## src/sv/lru_k_replacement_policy_unit_defines.svh

```systemverilog
// ----------------------------------------------------------------------------
// LRU-K replacement policy unit: assertion macros
// Concurrent assertion wrappers clocked on clk_i and disabled during reset.
// ----------------------------------------------------------------------------
`ifndef LRU_K_REPLACEMENT_POLICY_UNIT_DEFINES_SVH
`define LRU_K_REPLACEMENT_POLICY_UNIT_DEFINES_SVH

`ifndef SYNTHESIS

// A property that must hold at every clock edge outside reset.
`define LRUK_ASSERT(lbl, prop, msg) \
  lbl: assert property (@(posedge clk_i) disable iff (!rst_ni) (prop)) else $error(msg);

// When the antecedent holds, the consequent must hold in the next cycle.
`define LRUK_ASSERT_NEXT(lbl, ante, cons, msg) \
  lbl: assert property (@(posedge clk_i) disable iff (!rst_ni) (ante) |=> (cons)) \
    else $error(msg);

`else

`define LRUK_ASSERT(lbl, prop, msg)
`define LRUK_ASSERT_NEXT(lbl, ante, cons, msg)

`endif

`endif

```

## src/sv/lruk_pkg.sv

```systemverilog
// ----------------------------------------------------------------------------
// lruk_pkg
// Shared constants of the LRU-K replacement policy unit.
// ----------------------------------------------------------------------------
package lruk_pkg;

  // Default storage sizes.
  localparam int HIST_DEPTH_DEF  = 16;
  localparam int CACHE_DEPTH_DEF = 8;
  localparam int KEY_BITS_DEF    = 32;

  // Width of the key fields on the ports.
  localparam int PORT_KEY_W = 32;

  // Configuration port.
  localparam int APB_ADDR_W = 4;
  localparam int APB_DATA_W = 32;

  // Configuration register widths.
  localparam int KTH_W  = 4;
  localparam int HLIM_W = 5;
  localparam int CLIM_W = 4;

  // Configuration register reset values.
  localparam logic [KTH_W-1:0]  KTH_RST  = 4'd2;
  localparam logic [HLIM_W-1:0] HLIM_RST = 5'd16;
  localparam logic [CLIM_W-1:0] CLIM_RST = 4'd8;

  // Register indexes (word address paddr[3:2]).
  localparam logic [1:0] REG_K_THRESHOLD   = 2'd0;
  localparam logic [1:0] REG_HISTORY_LIMIT = 2'd1;
  localparam logic [1:0] REG_CACHE_LIMIT   = 2'd2;

endpackage

```

## src/sv/lru_k_replacement_policy_unit.sv

```systemverilog
// ----------------------------------------------------------------------------
// lru_k_replacement_policy_unit
// LRU-K cache replacement policy: a key enters the LRU cache on an access that
// finds at least K - 1 earlier accesses of it recorded in a history FIFO.
// ----------------------------------------------------------------------------
//
//  Channel   Direction  Handshake                      Payload
//  --------  ---------  -----------------------------  -------------------------
//  access    in         access_valid_i/access_ready_o  access_key_i
//  result    out        result_valid_o/result_ready_i  hit, promoted, evict, drop
//  config    in         psel/penable/pwrite, pready=1  paddr, pwdata, prdata
//
//  Every request walks the cache key store. A miss then walks the history
//  store, and a promotion walks it once more to compact it. Each key store
//  has a single read port, which is walked one entry per cycle.
//  A new request is taken while the previous result still waits; the final
//  step then holds until the result register is free.
//  Reset clears the control state and the configuration; the key stores are
//  not cleared, since only entries below the fill count or marked valid are used.
//
module lru_k_replacement_policy_unit
  import lruk_pkg::*;
#(
  parameter int HIST_DEPTH  = HIST_DEPTH_DEF,
  parameter int CACHE_DEPTH = CACHE_DEPTH_DEF,
  parameter int KEY_BITS    = KEY_BITS_DEF
) (
  input  logic                  clk_i,
  input  logic                  rst_ni,
  // Configuration port.
  input  logic                  psel,
  input  logic                  penable,
  input  logic                  pwrite,
  input  logic [APB_ADDR_W-1:0] paddr,
  input  logic [APB_DATA_W-1:0] pwdata,
  output logic [APB_DATA_W-1:0] prdata,
  output logic                  pready,
  // Access requests.
  input  logic                  access_valid_i,
  output logic                  access_ready_o,
  input  logic [PORT_KEY_W-1:0] access_key_i,
  // Results.
  output logic                  result_valid_o,
  input  logic                  result_ready_i,
  output logic                  hit_o,
  output logic                  promoted_o,
  output logic                  cache_evict_valid_o,
  output logic [PORT_KEY_W-1:0] cache_evict_key_o,
  output logic                  history_drop_valid_o,
  output logic [PORT_KEY_W-1:0] history_drop_key_o
);

  // History index/count widths and cache slot/count widths.
  localparam int HIW = (HIST_DEPTH > 1) ? $clog2(HIST_DEPTH) : 1;
  localparam int HCW = $clog2(HIST_DEPTH + 1);
  localparam int CIW = (CACHE_DEPTH > 1) ? $clog2(CACHE_DEPTH) : 1;
  localparam int CCW = $clog2(CACHE_DEPTH + 1);
  localparam int SCW = (HCW > CCW) ? HCW : CCW;

  typedef enum logic [2:0] {
    ST_IDLE,
    ST_CSCAN,
    ST_HSCAN,
    ST_HCOMP,
    ST_FINISH
  } state_e;

  // --------------------------------------------------------------------------
  // Configuration registers.
  // --------------------------------------------------------------------------
  logic [KTH_W-1:0]  kth_q;
  logic [HLIM_W-1:0] hlim_q;
  logic [CLIM_W-1:0] clim_q;
  logic              cfg_wr;

  assign pready = 1'b1;
  assign cfg_wr = psel && penable && pwrite;

  always_ff @(posedge clk_i or negedge rst_ni) begin
    if (!rst_ni) begin
      kth_q  <= KTH_RST;
      hlim_q <= HLIM_RST;
      clim_q <= CLIM_RST;
    end else if (cfg_wr) begin
      case (paddr[3:2])
        REG_K_THRESHOLD:   kth_q  <= pwdata[KTH_W-1:0];
        REG_HISTORY_LIMIT: hlim_q <= pwdata[HLIM_W-1:0];
        REG_CACHE_LIMIT:   clim_q <= pwdata[CLIM_W-1:0];
        default: begin
        end
      endcase
    end
  end

  always_comb begin
    case (paddr[3:2])
      REG_K_THRESHOLD:   prdata = APB_DATA_W'(kth_q);
      REG_HISTORY_LIMIT: prdata = APB_DATA_W'(hlim_q);
      REG_CACHE_LIMIT:   prdata = APB_DATA_W'(clim_q);
      default:           prdata = '0;
    endcase
  end

  // Effective thresholds: K below two acts as two, the limits are clamped to
  // one at the bottom and to the store depth at the top.
  logic [KTH_W-1:0] kth_eff;
  logic [HCW-1:0]   hlim_eff;
  logic [CCW-1:0]   clim_eff;

  always_comb begin
    kth_eff = (kth_q < KTH_W'(2)) ? KTH_W'(2) : kth_q;
    if (hlim_q == '0) begin
      hlim_eff = HCW'(1);
    end else if (32'(hlim_q) > 32'(HIST_DEPTH)) begin
      hlim_eff = HCW'(HIST_DEPTH);
    end else begin
      hlim_eff = HCW'(hlim_q);
    end
    if (clim_q == '0) begin
      clim_eff = CCW'(1);
    end else if (32'(clim_q) > 32'(CACHE_DEPTH)) begin
      clim_eff = CCW'(CACHE_DEPTH);
    end else begin
      clim_eff = CCW'(clim_q);
    end
  end

  // --------------------------------------------------------------------------
  // Sequencer state.
  // --------------------------------------------------------------------------
  state_e              state_q, state_d;
  logic [SCW-1:0]      scan_q, scan_d;
  logic [KEY_BITS-1:0] key_q, key_d;
  logic                chit_q, chit_d;
  logic [CIW-1:0]      hslot_q, hslot_d;
  logic                free_found_q, free_found_d;
  logic [CIW-1:0]      free_slot_q, free_slot_d;
  logic [KEY_BITS-1:0] evk_q, evk_d;
  logic [HCW-1:0]      seen_q, seen_d;
  logic [KEY_BITS-1:0] oldest_q, oldest_d;
  logic [HCW-1:0]      wr_q, wr_d;
  logic                prom_q, prom_d;

  // History FIFO bookkeeping (circular buffer) and cache bookkeeping.
  logic [HIW-1:0]         head_q, head_d;
  logic [HCW-1:0]         hcnt_q, hcnt_d;
  logic [CACHE_DEPTH-1:0] cvalid_q, cvalid_d;
  logic [CIW-1:0]         crank_q  [CACHE_DEPTH];
  logic [CIW-1:0]         crank_d  [CACHE_DEPTH];
  logic [CCW-1:0]         occ_q, occ_d;

  // Result register.
  logic                  res_valid_q, res_valid_d;
  logic                  res_hit_q, res_hit_d;
  logic                  res_prom_q, res_prom_d;
  logic                  res_ev_vld_q, res_ev_vld_d;
  logic [PORT_KEY_W-1:0] res_ev_key_q, res_ev_key_d;
  logic                  res_dr_vld_q, res_dr_vld_d;
  logic [PORT_KEY_W-1:0] res_dr_key_q, res_dr_key_d;

  // Key store ports.
  logic                hram_we;
  logic [HIW-1:0]      hram_waddr, hram_raddr;
  logic [KEY_BITS-1:0] hram_wdata, hram_rdata;
  logic                cram_we;
  logic [CIW-1:0]      cram_waddr, cram_raddr;
  logic [KEY_BITS-1:0] cram_wdata, cram_rdata;

  lruk_ram #(
    .DEPTH (HIST_DEPTH),
    .WIDTH (KEY_BITS)
  ) u_hist_ram (
    .clk_i   (clk_i),
    .we_i    (hram_we),
    .waddr_i (hram_waddr),
    .wdata_i (hram_wdata),
    .raddr_i (hram_raddr),
    .rdata_o (hram_rdata)
  );

  lruk_ram #(
    .DEPTH (CACHE_DEPTH),
    .WIDTH (KEY_BITS)
  ) u_cache_ram (
    .clk_i   (clk_i),
    .we_i    (cram_we),
    .waddr_i (cram_waddr),
    .wdata_i (cram_wdata),
    .raddr_i (cram_raddr),
    .rdata_o (cram_rdata)
  );

  // Physical history slot of a logical position counted from the oldest entry.
  // The offset never exceeds the depth, so one conditional subtract wraps it.
  function automatic logic [HIW-1:0] hist_addr(input logic [HIW-1:0] base,
                                               input logic [31:0]    ofs);
    logic [31:0] sum;
    sum = 32'(base) + ofs;
    if (sum >= 32'(HIST_DEPTH)) begin
      sum = sum - 32'(HIST_DEPTH);
    end
    return sum[HIW-1:0];
  endfunction

  // Keys are taken at KEY_BITS bits and reported at the port width.
  logic [63:0]         key_in_wide;
  logic [KEY_BITS-1:0] key_in;
  logic [63:0]         evk_wide;
  logic [63:0]         oldest_wide;

  assign key_in_wide = {32'd0, access_key_i};
  assign key_in      = key_in_wide[KEY_BITS-1:0];
  assign evk_wide    = 64'(evk_q);
  assign oldest_wide = 64'(oldest_q);

  // When the cache is at its limit, a promotion evicts every valid entry whose
  // rank is at or above limit - 1, the least recent ones. Ranks of valid
  // entries always form 0 .. occupancy - 1.
  logic                   need_evict;
  logic [CACHE_DEPTH-1:0] evict_mask;

  assign need_evict = (occ_q >= clim_eff);

  always_comb begin
    for (int j = 0; j < CACHE_DEPTH; j++) begin
      evict_mask[j] = need_evict && cvalid_q[j] &&
                      ((32'(crank_q[j]) + 32'd1) >= 32'(clim_eff));
    end
  end

  // Slot whose read data is present this cycle (one behind the scan counter).
  logic [SCW-1:0] scan_prev;
  logic [CIW-1:0] slot_s;

  assign scan_prev = scan_q - SCW'(1);
  assign slot_s    = scan_prev[CIW-1:0];

  // --------------------------------------------------------------------------
  // Next-state logic.
  // --------------------------------------------------------------------------
  always_comb begin
    state_d      = state_q;
    scan_d       = scan_q;
    key_d        = key_q;
    chit_d       = chit_q;
    hslot_d      = hslot_q;
    free_found_d = free_found_q;
    free_slot_d  = free_slot_q;
    evk_d        = evk_q;
    seen_d       = seen_q;
    oldest_d     = oldest_q;
    wr_d         = wr_q;
    prom_d       = prom_q;
    head_d       = head_q;
    hcnt_d       = hcnt_q;
    cvalid_d     = cvalid_q;
    crank_d      = crank_q;
    occ_d        = occ_q;

    res_valid_d  = res_valid_q;
    res_hit_d    = res_hit_q;
    res_prom_d   = res_prom_q;
    res_ev_vld_d = res_ev_vld_q;
    res_ev_key_d = res_ev_key_q;
    res_dr_vld_d = res_dr_vld_q;
    res_dr_key_d = res_dr_key_q;

    hram_we    = 1'b0;
    hram_waddr = '0;
    hram_wdata = key_q;
    hram_raddr = '0;
    cram_we    = 1'b0;
    cram_waddr = free_slot_q;
    cram_wdata = key_q;
    cram_raddr = '0;

    if (res_valid_q && result_ready_i) begin
      res_valid_d = 1'b0;
    end

    case (state_q)
      ST_IDLE: begin
        if (access_valid_i) begin
          key_d        = key_in;
          scan_d       = '0;
          chit_d       = 1'b0;
          free_found_d = 1'b0;
          seen_d       = '0;
          wr_d         = '0;
          prom_d       = 1'b0;
          state_d      = ST_CSCAN;
        end
      end

      // Walk every cache slot: look for the key, the first slot that will be
      // free after a promotion, and the least recent key.
      ST_CSCAN: begin
        if (scan_q < SCW'(CACHE_DEPTH)) begin
          cram_raddr = scan_q[CIW-1:0];
        end
        if (scan_q != '0) begin
          if (cvalid_q[slot_s] && (cram_rdata == key_q) && !chit_q) begin
            chit_d  = 1'b1;
            hslot_d = slot_s;
          end
          if (!free_found_q && (!cvalid_q[slot_s] || evict_mask[slot_s])) begin
            free_found_d = 1'b1;
            free_slot_d  = slot_s;
          end
          if (cvalid_q[slot_s] && ((32'(crank_q[slot_s]) + 32'd1) == 32'(occ_q))) begin
            evk_d = cram_rdata;
          end
        end
        if (scan_q == SCW'(CACHE_DEPTH)) begin
          scan_d  = '0;
          state_d = chit_d ? ST_FINISH : ST_HSCAN;
        end else begin
          scan_d = scan_q + SCW'(1);
        end
      end

      // Count the key's entries in the history and keep the oldest entry.
      ST_HSCAN: begin
        hram_raddr = hist_addr(head_q, 32'(scan_q));
        if (scan_q != '0) begin
          if (hram_rdata == key_q) begin
            seen_d = seen_q + HCW'(1);
          end
          if (scan_q == SCW'(1)) begin
            oldest_d = hram_rdata;
          end
        end
        if (scan_q == SCW'(hcnt_q)) begin
          scan_d = '0;
          if ((seen_d != '0) && ((32'(seen_d) + 32'd1) >= 32'(kth_eff))) begin
            prom_d  = 1'b1;
            state_d = ST_HCOMP;
          end else begin
            prom_d  = 1'b0;
            state_d = ST_FINISH;
          end
        end else begin
          scan_d = scan_q + SCW'(1);
        end
      end

      // Compact the history in place, dropping every entry of the key. The
      // write pointer never passes the read pointer, so no entry is lost.
      ST_HCOMP: begin
        hram_raddr = hist_addr(head_q, 32'(scan_q));
        if ((scan_q != '0) && (hram_rdata != key_q)) begin
          hram_we    = 1'b1;
          hram_waddr = hist_addr(head_q, 32'(wr_q));
          hram_wdata = hram_rdata;
          wr_d       = wr_q + HCW'(1);
        end
        if (scan_q == SCW'(hcnt_q)) begin
          scan_d  = '0;
          hcnt_d  = wr_d;
          state_d = ST_FINISH;
        end else begin
          scan_d = scan_q + SCW'(1);
        end
      end

      // Commit the bookkeeping and load the result register once it is free.
      ST_FINISH: begin
        if (!res_valid_q || result_ready_i) begin
          state_d      = ST_IDLE;
          res_valid_d  = 1'b1;
          res_hit_d    = 1'b0;
          res_prom_d   = 1'b0;
          res_ev_vld_d = 1'b0;
          res_ev_key_d = '0;
          res_dr_vld_d = 1'b0;
          res_dr_key_d = '0;
          if (chit_q) begin
            res_hit_d = 1'b1;
            for (int j = 0; j < CACHE_DEPTH; j++) begin
              if (cvalid_q[j] && (crank_q[j] < crank_q[hslot_q])) begin
                crank_d[j] = crank_q[j] + CIW'(1);
              end
            end
            crank_d[hslot_q] = '0;
          end else if (prom_q) begin
            res_prom_d = 1'b1;
            for (int j = 0; j < CACHE_DEPTH; j++) begin
              cvalid_d[j] = cvalid_q[j] && !evict_mask[j];
              if (cvalid_q[j] && !evict_mask[j]) begin
                crank_d[j] = crank_q[j] + CIW'(1);
              end
            end
            cvalid_d[free_slot_q] = 1'b1;
            crank_d[free_slot_q]  = '0;
            cram_we               = 1'b1;
            if (need_evict) begin
              res_ev_vld_d = 1'b1;
              res_ev_key_d = evk_wide[PORT_KEY_W-1:0];
              occ_d        = clim_eff;
            end else begin
              occ_d = occ_q + CCW'(1);
            end
          end else begin
            // The append slot is the old head plus the old count, whether or
            // not the oldest entries are dropped first.
            hram_we    = 1'b1;
            hram_waddr = hist_addr(head_q, 32'(hcnt_q));
            hram_wdata = key_q;
            if (hcnt_q >= hlim_eff) begin
              res_dr_vld_d = 1'b1;
              res_dr_key_d = oldest_wide[PORT_KEY_W-1:0];
              head_d       = hist_addr(head_q,
                                       32'(hcnt_q) - 32'(hlim_eff) + 32'd1);
              hcnt_d       = hlim_eff;
            end else begin
              hcnt_d = hcnt_q + HCW'(1);
            end
          end
        end
      end

      default: begin
        state_d = ST_IDLE;
      end
    endcase
  end

  // --------------------------------------------------------------------------
  // State and result registers.
  // --------------------------------------------------------------------------
  always_ff @(posedge clk_i or negedge rst_ni) begin
    if (!rst_ni) begin
      state_q      <= ST_IDLE;
      scan_q       <= '0;
      chit_q       <= 1'b0;
      free_found_q <= 1'b0;
      seen_q       <= '0;
      wr_q         <= '0;
      prom_q       <= 1'b0;
      head_q       <= '0;
      hcnt_q       <= '0;
      occ_q        <= '0;
      res_valid_q  <= 1'b0;
      res_hit_q    <= 1'b0;
      res_prom_q   <= 1'b0;
      res_ev_vld_q <= 1'b0;
      res_ev_key_q <= '0;
      res_dr_vld_q <= 1'b0;
      res_dr_key_q <= '0;
      cvalid_q     <= '0;
      for (int j = 0; j < CACHE_DEPTH; j++) begin
        crank_q[j] <= '0;
      end
    end else begin
      state_q      <= state_d;
      scan_q       <= scan_d;
      chit_q       <= chit_d;
      free_found_q <= free_found_d;
      seen_q       <= seen_d;
      wr_q         <= wr_d;
      prom_q       <= prom_d;
      head_q       <= head_d;
      hcnt_q       <= hcnt_d;
      occ_q        <= occ_d;
      res_valid_q  <= res_valid_d;
      res_hit_q    <= res_hit_d;
      res_prom_q   <= res_prom_d;
      res_ev_vld_q <= res_ev_vld_d;
      res_ev_key_q <= res_ev_key_d;
      res_dr_vld_q <= res_dr_vld_d;
      res_dr_key_q <= res_dr_key_d;
      cvalid_q     <= cvalid_d;
      crank_q      <= crank_d;
    end
  end

  // Datapath registers carry no reset.
  always_ff @(posedge clk_i) begin
    key_q        <= key_d;
    hslot_q      <= hslot_d;
    free_slot_q  <= free_slot_d;
    evk_q        <= evk_d;
    oldest_q     <= oldest_d;
  end

  assign access_ready_o       = (state_q == ST_IDLE);
  assign result_valid_o       = res_valid_q;
  assign hit_o                = res_hit_q;
  assign promoted_o           = res_prom_q;
  assign cache_evict_valid_o  = res_ev_vld_q;
  assign cache_evict_key_o    = res_ev_key_q;
  assign history_drop_valid_o = res_dr_vld_q;
  assign history_drop_key_o   = res_dr_key_q;

  // --------------------------------------------------------------------------
  // Assertions.
  // --------------------------------------------------------------------------
`include "lru_k_replacement_policy_unit_defines.svh"

  `LRUK_ASSERT(a_occ_matches_valid, $countones(cvalid_q) == 32'(occ_q), "cache occupancy out of step")
  `LRUK_ASSERT(a_hist_count_bound, hcnt_q <= HCW'(HIST_DEPTH), "history count above depth")
  `LRUK_ASSERT_NEXT(a_busy_after_accept, access_valid_i && access_ready_o, !access_ready_o, "ready right after accept")
  `LRUK_ASSERT(a_single_outcome, !(res_valid_q && res_hit_q && (res_prom_q || res_dr_vld_q)), "hit with other outcome")

endmodule

```

## src/sv/lruk_ram.sv

```systemverilog
// ----------------------------------------------------------------------------
// lruk_ram
// Simple dual-port key store: one write port, one read port, registered read.
// ----------------------------------------------------------------------------
module lruk_ram #(
  parameter int DEPTH = 16,
  parameter int WIDTH = 32,
  localparam int AW = (DEPTH > 1) ? $clog2(DEPTH) : 1
) (
  input  logic             clk_i,
  input  logic             we_i,
  input  logic [AW-1:0]    waddr_i,
  input  logic [WIDTH-1:0] wdata_i,
  input  logic [AW-1:0]    raddr_i,
  output logic [WIDTH-1:0] rdata_o
);

  logic [WIDTH-1:0] mem [DEPTH];
  logic [WIDTH-1:0] rdata_q;

  always_ff @(posedge clk_i) begin
    if (we_i) begin
      mem[waddr_i] <= wdata_i;
    end
  end

  always_ff @(posedge clk_i) begin
    rdata_q <= mem[raddr_i];
  end

  assign rdata_o = rdata_q;

endmodule

```

## config.mk

```make
export PLATFORM = sky130hd
export DESIGN_NAME = lru_k_replacement_policy_unit
export DESIGN_NICKNAME = d
export VERILOG_FILES = /design/src/sv/lruk_pkg.sv /design/src/sv/lru_k_replacement_policy_unit.sv /design/src/sv/lruk_ram.sv
export VERILOG_INCLUDE_DIRS = /design/src /design/src/sv
export SDC_FILE = /design/constraint.sdc
export NUM_CORES = 1
export LEC_CHECK = 0
export ABC_CLOCK_PERIOD_IN_PS = 5280
export BUFFER_PORTS_ARGS = -buffer_cell sky130_fd_sc_hd__buf_2
export CAP_MARGIN = 20
export CORE_ASPECT_RATIO = 0.8
export CORE_MARGIN = 2
export CORE_UTILIZATION = 38
export DETAILED_ROUTE_END_ITERATION = 6
export GPL_TIMING_DRIVEN = 1
export PLACE_DENSITY_LB_ADDON = 0.25
export SLEW_MARGIN = 15
export SYNTH_ARGS = -nofsm -noshare
export SYNTH_HDL_FRONTEND = slang
export SYNTH_SLANG_ARGS = --single-unit
```

## constraint.sdc

```tcl
create_clock -name clk_i -period 5.28 [get_ports clk_i]
set_input_delay 0.528 -clock clk_i [delete_from_list [all_inputs] [get_ports clk_i]]
set_output_delay 0.528 -clock clk_i [all_outputs]
set_load 0.05 [all_outputs]
```

* Word-level counts from Yosys, hierarchy flattened
Memories as Yosys holds them, arrays and structs flattened. A register that Yosys moved wholly into a read port is not among the register bits.
Index checks and enable logic that the tools add are counted.
** Cells by class
- $add $sub $neg :: 34
- Magnitude comparators :: 35
- Eq/ne operators :: 22
- Multiplexer cells :: 175
- Bitwise operators :: 10
- Reduce and logical (&&, ||, !) cells :: 91
** Operators by type and width (number)
- two-way mux 3 bit :: 87
- two-way mux 32 bit :: 8
- two-way mux 5 bit :: 14
- equality test 32 bit :: 2
- two-way mux 4 bit :: 13
- bitwise AND 24 bit :: 2
- two-way mux 24 bit :: 2
- NOT 24 bit :: 2
- logical AND 1 bit :: 44
- adder 3 x 1 -> 4 bit (second input constant) :: 9
- greater-or-equal comparator 4 bit :: 9
- two-way mux 1 bit :: 33
- greater-or-equal comparator 32 x 5 -> 1 bit (second input constant) :: 1
- != test 32 bit :: 1
- case mux 5 bit (2 select lines) :: 3
- case mux 5 bit (3 select lines) :: 2
- adder 3 x 1 -> 3 bit (second input constant) :: 8
- < comparator 3 bit :: 8
- adder 5 x 1 -> 5 bit (second input constant) :: 4
- adder 4 x 5 -> 6 bit :: 3
- binary-select mux 3 bit (select 3 bit) :: 2
- demux 3 bit (select 3 bit) :: 2
- greater-or-equal comparator 6 x 5 -> 1 bit (second input constant) :: 3
- != test 2 bit (second input constant) :: 9
- other kinds (48) :: 96
** Storage, ports and cells
- Register bits :: 250
- RAM bits :: 768
- Output and inout bits :: 103
- Logic and storage cells :: 403
- Memories :: 2
** Memories
- u_hist_ram.mem :: words 16, width 32, rd ports 1, clocked after memory_dff 1, wr ports 1, line lruk_ram.sv:18 : logic [WIDTH-1:0] mem [DEPTH];
- u_cache_ram.mem :: words 8, width 32, rd ports 1, clocked after memory_dff 1, wr ports 1, line lruk_ram.sv:18

* Longest topological paths before layout
- Depth in word-level cells :: 16
- Mapped depth :: 16
- Mapped depth without buffers :: 15

* By module
Synthesis repeated with hierarchy kept, for this count alone.
** Unflattened totals
- Cell total of the unflattened synthesis :: 2554
- Area, all modules :: 44684.1 µm²
** Modules (own cells, without submodules)
- lruk_ram at u_hist_ram :: times used 1, cells an instance 838, area each 19835.3 µm², seq. area each 16015.4 µm²
- lru_k_replacement_policy_unit :: times used 1, cells an instance 1301, area each 14382.5 µm², seq. area each 6770.2 µm²
- lruk_ram at u_cache_ram :: times used 1, cells an instance 415, area each 10466.3 µm², seq. area each 8328.0 µm²

* Worst setup path before layout
OpenSTA, ideal clock, no wires.
- Path kind :: reg2reg
- Start point :: register scan_q[0]
- End point :: register evk_q[0] (enable)
- Library setup time :: 0.432 ns
- Arrival :: 4.382 ns
- Path slack :: 0.466 ns
- Cell stages (with the launch flop) :: 13
- Path buffers :: 2
- Period minus slack after synthesis :: 4.814 ns
- Cells stage by stage :: dfrtp_1 > buf_2 > inv_1 > ha_1 > clkbuf_1 > mux4_2 > mux2i_1 > inv_1 > ha_1 > xor2_1 > nor3_1 > nand3_1 > a21oi_1
** On the way
- Longest elaborated chain between the ends :: 9
- Elaborated cells between the ends (all ways) :: 12
- Classes of those cells :: add/sub: 2; eq/ne: 1; mux: 5; bitwise: 1; reduce/logical: 3
** RTL lines
- start, declared :: line lru_k_replacement_policy_unit.sv:132 : logic [SCW-1:0] scan_q, scan_d;
- start signal, assigned :: line lru_k_replacement_policy_unit.sv:456 : scan_q <= scan_d;
- subtractor 3 x 1 -> 3 bit * :: line lru_k_replacement_policy_unit.sv:235 : assign scan_prev = scan_q - SCW'(1);
- named net scan_prev[0] :: line lru_k_replacement_policy_unit.sv:232 : logic [SCW-1:0] scan_prev;
- NOT 3 -> 4 bit (implied by the code) :: line lru_k_replacement_policy_unit.sv:310 : if (cvalid_q[slot_s] && ((32'(crank_q[slot_s]) + 32'd1) == 32'(occ_q))) begin
- binary-select mux 3 bit (select 3 bit) :: line lru_k_replacement_policy_unit.sv:310
- two-way mux 3 bit (implied by the code) (2 in a row) :: line lru_k_replacement_policy_unit.sv:310
- adder 3 x 1 -> 4 bit :: line lru_k_replacement_policy_unit.sv:310
- equality test 4 bit :: line lru_k_replacement_policy_unit.sv:310
- logical AND 1 bit * :: line lru_k_replacement_policy_unit.sv:310
- AND reduction 3 bit (no source line) *
- end signal, assigned :: line lru_k_replacement_policy_unit.sv:482 : evk_q <= evk_d;
- end, declared :: line lru_k_replacement_policy_unit.sv:138 : logic [KEY_BITS-1:0] evk_q, evk_d;
Mark *: on every way through the listed nets, which the timed path passes. The rest lies on a longest branch. The select of a mux whose other input is x is not followed.
A chain may end at the register's enable or synchronous reset.

* Final worst setup path
- Start point :: register clim_q[3]
- End point :: register cvalid_q[1]
** On the way
- Longest elaborated chain between the ends :: 9
- Elaborated cells between the ends (all ways) :: 11
- Classes of those cells :: order compare: 3; mux: 2; bitwise: 1; reduce/logical: 5
** RTL lines
- start, declared :: line lru_k_replacement_policy_unit.sv:73 : logic [CLIM_W-1:0] clim_q;
- start signal, assigned :: line lru_k_replacement_policy_unit.sv:88 : REG_CACHE_LIMIT: clim_q <= pwdata[CLIM_W-1:0];
- greater-than comparator 4 bit :: line lru_k_replacement_policy_unit.sv:121 : end else if (32'(clim_q) > 32'(CACHE_DEPTH)) begin
- two-way mux 4 bit :: line lru_k_replacement_policy_unit.sv:121
- two-way mux 4 bit * :: line lru_k_replacement_policy_unit.sv:119 : if (clim_q == '0) begin
- greater-or-equal comparator 4 bit :: line lru_k_replacement_policy_unit.sv:222 : assign need_evict = (occ_q >= clim_eff);
- logical AND 1 bit :: line lru_k_replacement_policy_unit.sv:226 : evict_mask[j] = need_evict && cvalid_q[j] &&
- logical AND 1 bit * :: line lru_k_replacement_policy_unit.sv:226
- logical NOT 1 bit * :: line lru_k_replacement_policy_unit.sv:388 : cvalid_d[j] = cvalid_q[j] && !evict_mask[j];
- logical AND 1 bit * :: line lru_k_replacement_policy_unit.sv:388
- bitwise OR 8 bit (no source line) *
- end signal, assigned :: line lru_k_replacement_policy_unit.sv:472 : cvalid_q <= cvalid_d;
- end, declared :: line lru_k_replacement_policy_unit.sv:147 : logic [CACHE_DEPTH-1:0] cvalid_q, cvalid_d;
Mark *: on every way between the ends. The rest lies on a longest branch, timed or not.

==> flow_metrics.env <==
export IMPL_layout_commonest_cell="edfxtp_1"
export IMPL_fp_row_count=112
export IMPL_final_antenna_net_count=0
export IMPL_path_clk_slew_ps=60
export IMPL_min_from="access_key_i[10]"
export IMPL_layout_drive_gt1_share=0.2185
export IMPL_cp_data_arrival_time_ps=4920
export IMPL_cts_buffer_depth=3
export IMPL_hold_violations=0
export IMPL_rrSetupSlack_ps=940
export IMPL_antenna_found_initial=3
export IMPL_async_flop_share=0.1368
export IMPL_grt_pass1_vias=25110
export IMPL_placed_cell_area_um2=47230
export IMPL_die_width_um=387.2
export IMPL_synthTopCellsByArea="edfxtp_1 (59%), mux4_2 (8.8%), dfrtp_1 (8.1%)"
export IMPL_die_area_um2=120200
export IMPL_die_h_um=310.5
export IMPL_min_path_cells=1
export IMPL_worstRegToRegCells=10
export IMPL_wl_mm=110.1
export IMPL_multi_input_area_um2=13010
export IMPL_drcViolationCount=0
export IMPL_final_min_clock_period_ps=4339
export IMPL_r2r_end="cvalid_q[1]"
export IMPL_vias_per_cell=5.465
export IMPL_end_kind="register"
export IMPL_core_um2=116600
export IMPL_worstHoldEndpoint="cram_wdata[10]"
export IMPL_cts_sink_count=1082
export IMPL_crit_path_max_fanout=21
export IMPL_grt_max_degree=193
export IMPL_dr_pass1_iters=5
export IMPL_ys_types=65
export IMPL_slew_violations=0
export IMPL_io_pins=178
export IMPL_finalSetupViolCount=0
export IMPL_synth_cells=2698
export IMPL_slew_headroom=0.2661
export IMPL_status="complete, no violations"
export IMPL_fin_nets=3027
export IMPL_ys_ff_latch=1082
export IMPL_vias=24520
export IMPL_yosysTopAreaCellShare=0.5854
export IMPL_worstReg2RegStart="clim_q[3]"
export IMPL_power_leakage_uw=0.01773
export IMPL_wl_per_cell_um=24.53
export IMPL_design_area_um2=50840
export IMPL_rsz0062_at_grt="false"
export IMPL_post_route_period_util=0.8219
export IMPL_area_growth_pct=13.91
export IMPL_cp_required_ps=5860
export IMPL_gr_total_overflow=0
export IMPL_synth_edf_count=870
export IMPL_hpwl_mm=67.80
export IMPL_tightest_slew_ps=1101
export IMPL_maxCapViolations=0
export IMPL_netlist_area_um2=44630
export IMPL_max_vdd_ir_drop_v=0.0002987
export IMPL_cts_made_buffers=109
export IMPL_synth_top_area_cell="edfxtp_1"
export IMPL_io_buffers=120
export IMPL_syn_area_per_cell_um2=16.54
export IMPL_yosys_warnings=0
export IMPL_fin_tns_setup_ps=0
export IMPL_num_fill_cells=10140
export IMPL_max_freq_mhz=230.4
export IMPL_worstSetupPathType="reg2reg"
export IMPL_grtUsageTotal=0.1820
export IMPL_clock_root_buffer="clkbuf_16"
export IMPL_place_congestion=0.8503
export IMPL_start_util=0.3828
export IMPL_cp_start_kind="register"
export IMPL_yosysSeqAreaShare=0.6971
export IMPL_grt_pass1_wl_mm=164.7
export IMPL_regArea_um2=31110
export IMPL_synthFlopType="edfxtp_1"
export IMPL_n_antenna_cell=0
export IMPL_p_per_area_nw_per_um2=480.6
export IMPL_hold_ws_ps=45.60
export IMPL_mostFrequentLayoutCells="edfxtp_1 (870), mux4_2 (174), o21ai_0 (151)"
export IMPL_drtIter0Drc=2197
export IMPL_hold_class="in2reg"
export IMPL_cts_tree="done"
export IMPL_clock_latency_ps=690
export IMPL_fin_skew_ps=31.56
export IMPL_htreeDepth=3
==> area by class of cell <==
class	instances	share of cell area
sequential	1082	0.6120
inverter	32	0.002363
clock buffer	149	0.05926
clock inverter	55	0.01004
timing repair buffer	182	0.02252
multi-input combinational	1448	0.2559
tap	1539	0.03788
==> worst max path at each step <==
stage / from / to / cells after the start
2_1_floorplan: scan_q[0] / evk_q[0] / 12
3_3_place_gp: cram_wdata[6] / state_q[1] / 15
3_5_place_dp: cram_wdata[5] / state_q[1] / 15
4_1_cts: cram_wdata[5] / state_q[1] / 15
5_1_grt: clim_q[3] / crank_q[17] / 11
6_report: clim_q[3] / cvalid_q[1] / 10
==> Yosys cell counts (all sizes together) (3+ instances only) <==
cell type  instances
xnor2             53
o21a               8
or3b               3
a21o              35
mux2i             15
o31ai              6
o211ai            66
nor2             130
a22o              73
and3              14
nor3              15
a21oi             51
mux2              88
o32ai              3
a211o              4
o2111ai            8
a211oi             8
nand3b            10
a221o              4
o221ai             5
fa                 5
nor4              12
nand2b            27
or3                5
mux4             174
xor2              56
and2               4
nand2            154
nand3             22
clkbuf            95
ha                92
a31oi              5
edfxtp           870
nor2b             13
dfstp              3
nand4             13
o22ai             70
inv               32
buf               67
dfxtp             64
dfrtp            145
o21ai            151
==> cell families (layout without fill, tap and decap cells) <==
group,count (synthesis),count (layout),synth area share
flip-flops,1082,1082,0.6971
AO/OA/AOI/OAI,507,507,0.07516
AND/OR/NAND/NOR,430,430,0.04516
multiplexers,277,277,0.1134
buffers and inverters,194,418,0.01957
XOR/XNOR,109,109,0.02139
adder cells (fa/ha/maj),97,97,0.02803
other,2,28,0.0001683
==> registers in the layout, summed over array words and instances (netlist names), 32 cells and up <==
register / cells
cache_evict_key_o: 32
cram_wdata: 32
evk_q: 32
history_drop_key_o: 32
oldest_q: 32
u_cache_ram.mem: 256
u_cache_ram.rdata_o: 32
u_hist_ram.mem: 512
u_hist_ram.rdata_o: 32
==> through the flow <==
step / util / worst slack [ps] / power, µW / cells
3_3_place_gp: 0.4050 / 886.7 / 16860 / 4274
2_1_floorplan: - / 466.4 / 15100 / 2724
4_1_cts: 0.4360 / 943.9 / 24660 / 4487
6_report: 0.4360 / 940.6 / 24430 / 4487
3_5_place_dp: 0.4050 / 952.2 / 17030 / 4274
5_1_grt: 0.4360 / 711.4 / 25540 / 4487
==> report_power, final <==
part           internal (µW)  total, µW  switching [µW]
combinational           2130       5790            3670
clock                   4390       7600            3210
sequential             10300      11000             736
total                  16800      24400            7620
==> critical path, cell delays in order, from the launching register on <==
cell and delay, ps:
dfstp_2 400, inv_1 500, nand2_1 640, ha_1 510
a21o_1 160, a21o_1 180, a21oi_2 820, buf_4 330
nand2b_1 450, o21ai_0 150, o21ai_0 100
==> metal layers <==
metal / vias to the layer above / wire length, µm / track usage
li1: 10900 / - / -
met1: 12770 / 49280 / 0.2567
met2: 694 / 53140 / 0.2964
met3: 157 / 5177 / 0.02795
met4: 0 / 2483 / 0.04492
met5: - / 0 / 0
==> what timing repair did <==
item | in CTS | in global routing
gates resized for setup | 0 | 0
endpoints found under the setup margin | 0 | 0
hold buffers | 9 | 0
buffers inserted | 0 | 0
endpoints found under the hold margin | 46 | 0
(Power assumes the default switching activity.)
